File: config.mk
export PLATFORM = sky130hd
export DESIGN_NAME = timed_channel_sequencer_core
export DESIGN_NICKNAME = d
export VERILOG_FILES = /design/src/rtl/tcs_pkg.sv /design/src/rtl/timed_channel_sequencer_core.sv
export VERILOG_INCLUDE_DIRS = /design/src /design/src/rtl
export SDC_FILE = /design/constraint.sdc
export NUM_CORES = 1
export LEC_CHECK = 0
export BUFFER_PORTS_ARGS = -buffer_cell sky130_fd_sc_hd__buf_2
export CORE_UTILIZATION = 35
export DETAILED_ROUTE_END_ITERATION = 10
export SYNTH_ARGS = -nofsm -noshare
export SYNTH_HDL_FRONTEND = slang
export SYNTH_SLANG_ARGS = --single-unit
File: constraint.sdc
create_clock -name clk -period 8.1 [get_ports clk]
set_clock_uncertainty 0.2 [all_clocks]
set_input_delay 0.81 -clock clk [delete_from_list [all_inputs] [get_ports clk]]
set_output_delay 0.81 -clock clk [all_outputs]
set_load 0.03 [all_outputs]
File: src/rtl/timed_channel_sequencer_core_assert.svh
// ----------------------------------------------------------------------------
// timed channel sequencer assertion macros
// shared property forms for the sequencer core checks
// ----------------------------------------------------------------------------
`ifndef TIMED_CHANNEL_SEQUENCER_CORE_ASSERT_SVH
`define TIMED_CHANNEL_SEQUENCER_CORE_ASSERT_SVH

// same-cycle implication, checked outside reset
`define TCS_ASSERT_NOW(label, clk, rst, ante, cons, msg) \
  label: assert property (@(posedge clk) disable iff (rst) (ante) |-> (cons)) \
    else $error(msg);

// next-cycle implication, checked outside reset
`define TCS_ASSERT_NEXT(label, clk, rst, ante, cons, msg) \
  label: assert property (@(posedge clk) disable iff (rst) (ante) |=> (cons)) \
    else $error(msg);

`endif

File: src/rtl/tcs_pkg.sv
// ----------------------------------------------------------------------------
// timed channel sequencer package
// item types, register indexes, mode codes and constants
// ----------------------------------------------------------------------------
package tcs_pkg;

  localparam int MAX_ROWS_DEF   = 6;
  localparam int CHANNELS_DEF   = 8;
  localparam int ROW_REGS       = 6;
  localparam int MS_PER_MINUTE  = 60000;
  localparam int FULL_PERCENT   = 100;
  localparam int TOTAL_W        = 26;   // 1023 * 60000 fits in 26 bits
  localparam int DIVD_W         = 40;   // elapsed * 100 fits in 39 bits
  localparam int CFG_IDX_W      = 3;
  localparam int CFG_DATA_W     = 20;

  // register indexes
  localparam logic [CFG_IDX_W-1:0] REG_DURATION  = 3'd0;
  localparam logic [CFG_IDX_W-1:0] REG_ROW_COUNT = 3'd1;
  localparam logic [CFG_IDX_W-1:0] REG_ROW_BASE  = 3'd2;

  // mode codes
  localparam logic [1:0] MODE_TICK  = 2'd0;
  localparam logic [1:0] MODE_START = 2'd1;
  localparam logic [1:0] MODE_STOP  = 2'd2;

  typedef struct packed {
    logic [1:0]  mode;
    logic [31:0] now_ms;
  } in_item_t;

  typedef struct packed {
    logic [7:0] channel_mask;
    logic [6:0] progress_percent;
    logic       running;
  } out_item_t;

endpackage

File: src/rtl/timed_channel_sequencer_core.sv
// ----------------------------------------------------------------------------
// timed channel sequencer core
// timed program over output channels, percent by a serial divider
// ----------------------------------------------------------------------------
// path: start, stop, idle and ignored items pass prep and done to the output register;
// expiry and zero-duration ticks also pass check; saturated ticks pass check and the
// first divider step, running ticks check and all 8 divider steps before done
// flow: one item at a time; a stalled earlier result holds done until it is taken
// a new item is taken while the previous result still waits in the output
// reset: synchronous active-high rst clears start time, registers and state
module timed_channel_sequencer_core #(
  parameter int MAX_ROWS = tcs_pkg::MAX_ROWS_DEF,
  parameter int CHANNELS = tcs_pkg::CHANNELS_DEF
) (
  input  logic                            clk,
  input  logic                            rst,
  input  logic                            in_valid,
  output logic                            in_stall,
  input  tcs_pkg::in_item_t               in_data,
  output logic                            out_valid,
  input  logic                            out_stall,
  output tcs_pkg::out_item_t              out_data,
  input  logic                            cfg_valid,
  output logic                            cfg_ready,
  input  logic [tcs_pkg::CFG_IDX_W-1:0]   cfg_index,
  input  logic [tcs_pkg::CFG_DATA_W-1:0]  cfg_data
);
  import tcs_pkg::*;

  `include "timed_channel_sequencer_core_assert.svh"

  typedef enum logic [4:0] {
    ST_IDLE  = 5'b00001,
    ST_PREP  = 5'b00010,
    ST_CHECK = 5'b00100,
    ST_DIV   = 5'b01000,
    ST_DONE  = 5'b10000
  } state_t;

  state_t state;

  // configuration registers
  logic [9:0]            duration_minutes;
  logic [2:0]            row_count;
  logic [CFG_DATA_W-1:0] row_word [ROW_REGS];

  // program state and working registers
  logic [31:0]        start_time;
  logic [1:0]         mode;
  logic [31:0]        now_ms;
  logic [TOTAL_W-1:0] total;
  logic [DIVD_W-1:0]  rem;
  logic [6:0]         quot;
  logic [2:0]         step;
  logic               sat;
  logic               mask_en;
  logic               res_running;

  // shared subtractor: remainder minus shifted divisor
  logic [DIVD_W:0]   diff;
  logic              borrow;
  logic [DIVD_W-1:0] divisor;
  logic [31:0]       end_time;
  logic [31:0]       elapsed;

  assign divisor  = DIVD_W'(total) << step;
  assign diff     = {1'b0, rem} - {1'b0, divisor};
  assign borrow   = diff[DIVD_W];
  assign end_time = start_time + 32'(total);
  assign elapsed  = now_ms - start_time;

  assign in_stall  = (state != ST_IDLE);
  assign cfg_ready = 1'b1;

  // final percent and channel mask
  logic [6:0] pct_final;
  logic [2:0] rows_eff;
  logic [7:0] mask;

  always_comb begin
    logic [3:0] ch;
    logic [6:0] dly;
    logic [6:0] len;
    logic [7:0] top;
    if (sat || (quot > 7'(FULL_PERCENT))) begin
      pct_final = 7'(FULL_PERCENT);
    end else begin
      pct_final = quot;
    end
    rows_eff = (row_count > 3'(MAX_ROWS)) ? 3'(MAX_ROWS) : row_count;
    mask = '0;
    for (int i = 0; i < ROW_REGS; i++) begin
      dly = row_word[i][6:0];
      len = row_word[i][14:8];
      ch  = row_word[i][19:16];
      top = {1'b0, dly} + {1'b0, len};
      if ((3'(i) < rows_eff) && (ch != 4'd0) && (ch <= 4'(CHANNELS)) &&
          (pct_final >= dly) && ({1'b0, pct_final} < top)) begin
        mask = mask | (8'd1 << (ch - 4'd1));
      end
    end
  end

  // configuration writes
  always_ff @(posedge clk) begin
    if (rst) begin
      duration_minutes <= '0;
      row_count        <= '0;
      for (int i = 0; i < ROW_REGS; i++) begin
        row_word[i] <= '0;
      end
    end else if (cfg_valid && cfg_ready) begin
      unique case (cfg_index)
        REG_DURATION:  duration_minutes <= cfg_data[9:0];
        REG_ROW_COUNT: row_count <= cfg_data[2:0];
        default:       row_word[cfg_index - REG_ROW_BASE] <= cfg_data;
      endcase
    end
  end

  // sequencer
  always_ff @(posedge clk) begin
    if (rst) begin
      state      <= ST_IDLE;
      start_time <= '0;
      out_valid  <= 1'b0;
    end else begin
      // drop a taken result unless done puts out the next one
      if (out_valid && !out_stall && (state != ST_DONE)) begin
        out_valid <= 1'b0;
      end
      unique case (state)
        ST_IDLE: begin
          if (in_valid) begin
            mode   <= in_data.mode;
            now_ms <= in_data.now_ms;
            state  <= ST_PREP;
          end
        end
        ST_PREP: begin
          quot    <= '0;
          sat     <= 1'b0;
          mask_en <= 1'b0;
          total   <= TOTAL_W'(duration_minutes) * TOTAL_W'(MS_PER_MINUTE);
          rem     <= DIVD_W'(elapsed) * DIVD_W'(FULL_PERCENT);
          state   <= ST_DONE;
          unique case (mode)
            MODE_START: begin
              start_time  <= now_ms;
              res_running <= (now_ms != 32'd0);
            end
            MODE_STOP: begin
              start_time  <= '0;
              res_running <= 1'b0;
            end
            MODE_TICK: begin
              res_running <= (start_time != 32'd0);
              if (start_time != 32'd0) begin
                state <= ST_CHECK;
              end
            end
            default: res_running <= (start_time != 32'd0);
          endcase
        end
        ST_CHECK: begin
          if (now_ms > end_time) begin
            start_time  <= '0;
            res_running <= 1'b0;
            state       <= ST_DONE;
          end else if (total == '0) begin
            state <= ST_DONE;
          end else begin
            mask_en <= 1'b1;
            step    <= 3'd7;
            state   <= ST_DIV;
          end
        end
        ST_DIV: begin
          if (step == 3'd7) begin
            // quotient of 128 or more saturates
            if (!borrow) begin
              sat   <= 1'b1;
              state <= ST_DONE;
            end else begin
              step <= step - 3'd1;
            end
          end else begin
            if (!borrow) begin
              rem        <= diff[DIVD_W-1:0];
              quot[step] <= 1'b1;
            end
            if (step == 3'd0) begin
              state <= ST_DONE;
            end else begin
              step <= step - 3'd1;
            end
          end
        end
        ST_DONE: begin
          if (!out_valid || !out_stall) begin
            out_valid                 <= 1'b1;
            out_data.channel_mask     <= mask_en ? mask : 8'd0;
            out_data.progress_percent <= mask_en ? pct_final : 7'd0;
            out_data.running          <= res_running;
            state                     <= ST_IDLE;
          end
        end
        default: state <= ST_IDLE;
      endcase
    end
  end

  // checks
  `TCS_ASSERT_NOW(a_pct_range, clk, rst, out_valid,
                  out_data.progress_percent <= 7'(FULL_PERCENT),
                  "percent above full scale")
  `TCS_ASSERT_NOW(a_idle_mask, clk, rst, out_valid && !out_data.running,
                  out_data.channel_mask == 8'd0, "channel on while not running")
  `TCS_ASSERT_NOW(a_div_total, clk, rst, state == ST_DIV, total != '0,
                  "divider running with zero total")
  `TCS_ASSERT_NEXT(a_accept_prep, clk, rst, in_valid && !in_stall,
                   state == ST_PREP, "accepted item did not enter prep")

endmodule

==> results.json <==
{
  "status": "finished, final reports clean",
  "drive_above_1_share_pct": 7.38,
  "avgSynthCellArea_sq_um": 9.43,
  "ys_seq_area_share_pct": 31.1,
  "cap_violations": 0,
  "worstHoldEndpoint": "now_ms[9]",
  "regToRegStartpoint": "now_ms[0]",
  "max-slew-margin-rel_pct": 18.0,
  "vias": 19386,
  "cts_buffers": 37,
  "antenna_found_initial": 1,
  "gr-total-overflow": 0,
  "drc_errors": 0,
  "max_stage_delay_ns": 0.53,
  "ios": 81,
  "ff2ff_setup_slack_ns": 0.75,
  "die_width_um": 270,
  "finalHoldViolCount": 0,
  "final_cell_mix": "ha_1 (403), inv_1 (343), edfxtp_1 (227)",
  "final_cell_area_sq_mm": 0.0280,
  "post_drt_wl_per_cell_um": 17.0,
  "cts_hold_buf": 0,
  "synth-seq-cells": 278,
  "synth_top_cell_area_share_pct": 27.1,
  "htreeDepth": 2,
  "globalplace.congestion": 0.871,
  "hold_path_class": "in2reg",
  "final_common_cell": "ha_1",
  "netlist_instances": 2669,
  "startpoint": "now_ms[0]",
  "grtUsageTotal_pct": 17.2,
  "cts_tree": "done",
  "slew_violations": 0,
  "die_y_um": 270,
  "worstHoldPathCells": 1,
  "hpwlAfterDp_um": 48500,
  "grt_start_max_net_pins": 65,
  "rr_worst_depth": 28,
  "synth_edf_count": 227,
  "yosys_warnings": 0,
  "drt_iter0_markers": 1164,
  "synthArstFlopShare_pct": 0,
  "ant_nets": 0,
  "setup_tns_ns": 0,
  "start_util_pct": 35.7,
  "worst_pin_slew_ns": 1.23,
  "numPortBuffers": 78,
  "hp-start": "in_data[9]",
  "detail_route.vias_per_cell": 5.23,
  "arrival_ns": 7.45,
  "reg2reg_to": "rem[38]",
  "finalCritPeriodShare_pct": 90.7,
  "crit_type": "reg2reg",
  "synth_cell_type_count": 86,
  "ir_worst_vdd_mv": 0.167,
  "setup_ws_ns": 0.753,
  "synth.cell_area_sq_mm": 0.0252,
  "cts_buffer_depth": 3,
  "rsz0062_at_grt": "no",
  "clock.fmax_ghz": 0.136,
  "grt_first_pass_wirelength_um": 99900,
  "finalSetupViolCount": 0,
  "core_area_sq_mm": 0.0706,
  "placed_area_sq_mm": 0.0266,
  "cts_setup_buffers": 0,
  "netlist_top_cells_area": "edfxtp_1 (27%), ha_1 (20%), fa_1 (5.2%)",
  "post_cts_resized": 0,
  "crit_path_end_kind": "flip-flop",
  "crit_required_ns": 8.20,
  "grt_pass1_vias": 18612,
  "yosys.area.top_type": "edfxtp_1",
  "p_per_area_mw_per_mm2": 213,
  "antenna_cells": 0,
  "die_area_sq_mm": 0.0730,
  "synth_nets": 3200,
  "area_growth_syn_to_layout_pct": 11.2,
  "dr.pass1.iters": 5,
  "cts_root_buf": "clkbuf_16",
  "clk_latency_ns": 0.57,
  "critical_path_peak_fanout": 5,
  "min_period_ns": 7.35,
  "cts.clk_slew.worst_paths_ns": 0.07,
  "clock-sinks": 278,
  "cp-start-kind": "flip-flop",
  "ys.flop_type": "edfxtp_1",
  "post-route-util_pct": 39.7,
  "routed_wl_um": 63100,
  "dp_slack_ns": 0.772,
  "fin_nets": 3267,
  "power.leakage_nw": 12.5,
  "rows": 97,
  "slowest_stage": "edfxtp_1"
}
-- metal layers --
metal | GRT usage, % | vias up | routed length (um)
met5 | 0 | - | 0
met4 | 6.94 | 0 | 2470
met3 | 2.44 | 110 | 2730
met2 | 28.0 | 388 | 28500
met1 | 22.7 | 9107 | 29400
li1 | - | 9781 | -
-- power by group --
part	internal (W)	switching (W)
clock	0.00116	0.000682
sequential	0.00170	0.0000526
combinational	0.000997	0.00136
-- kinds of logic after synthesis --
family	Yosys count	synth area share, %
AND/OR/NAND/NOR	687	13.4
AO/OA/AOI/OAI	622	16.3
other	1	0.0149
adder cells (fa/ha/maj)	469	25.3
multiplexers	40	2.02
flip-flops	278	31.1
buffers and inverters	408	6.13
XOR/XNOR	164	5.70
-- Yosys cell counts, types with 6 or more instances --
master / count
nand4_1: 26
and3_1: 22
nor3_1: 44
a21o_1: 82
a211oi_1: 23
o221ai_1: 6
o21ai_0: 90
or4_1: 13
xor2_1: 53
a31oi_1: 23
and4_1: 11
nand3b_1: 14
nand2b_1: 29
nand2_1: 143
o22ai_1: 8
and2_1: 13
a41oi_1: 8
buf_1: 10
mux2i_1: 26
or2_2: 10
edfxtp_1: 227
dfxtp_1: 51
nor2_1: 200
o21a_1: 15
xnor2_1: 111
nor2b_1: 21
inv_1: 343
or3_1: 16
fa_1: 66
nand3_1: 88
o31ai_1: 46
o211ai_1: 18
nor4_1: 24
mux2_2: 6
mux4_2: 8
clkbuf_1: 49
a21oi_1: 182
ha_1: 403
o21ai_1: 14
o21bai_1: 30
o31a_1: 8
-- critical path, delay by kind of cell, from the launching register on --
kind / cells / cell delay [ns]
flip-flops: 1 / 0.53
XOR/XNOR: 2 / 0.33
adder cells (fa/ha/maj): 6 / 2.02
AO/OA/AOI/OAI: 15 / 3.52
buffers and inverters: 4 / 0.26
AND/OR/NAND/NOR: 1 / 0.22
-- state kept, by name (all words and copies together) (netlist names) --
name,count
total,21
now_ms,32
row_count,3
sat,1
step,3
mode,2
out_valid,1
state,5
out_data,16
duration_minutes,10
start_time,32
res_running,1
quot,7
rem,35
mask_en,1
row_word,108
-- through the flow --
step / std cells / hold WS, ns / power, W
CTS: 3704 / 0.175 / 0.00599
global placement: 3637 / 0.274 / 0.00409
detailed placement: 3637 / 0.279 / 0.00411
finish: 3704 / 0.214 / 0.00595
floorplan: 2669 / 0.200 / 0.00361
global route: 3704 / 0.199 / 0.00639
-- area by class of cell --
cell class / instances / area, sq um
Sequential cell: 278 / 7840
Inverter: 343 / 1290
Fill cell: 7038 / 42600
Tap cell: 940 / 1180
Clock buffer: 41 / 971
Timing Repair Buffer: 93 / 503
Multi-Input combinational cell: 1983 / 15800
Clock inverter: 26 / 399
-- how the worst max path moves through the flow --
stage | to | slack (ns) | cells after the start
2_1_floorplan | rem[38] | 1.87 | 28
3_3_place_gp | rem[38] | 0.89 | 28
3_5_place_dp | rem[38] | 0.77 | 28
4_1_cts | rem[38] | 0.75 | 28
5_1_grt | rem[38] | 0.32 | 28
6_report | rem[38] | 0.75 | 28
(Power assumes the default switching activity.)
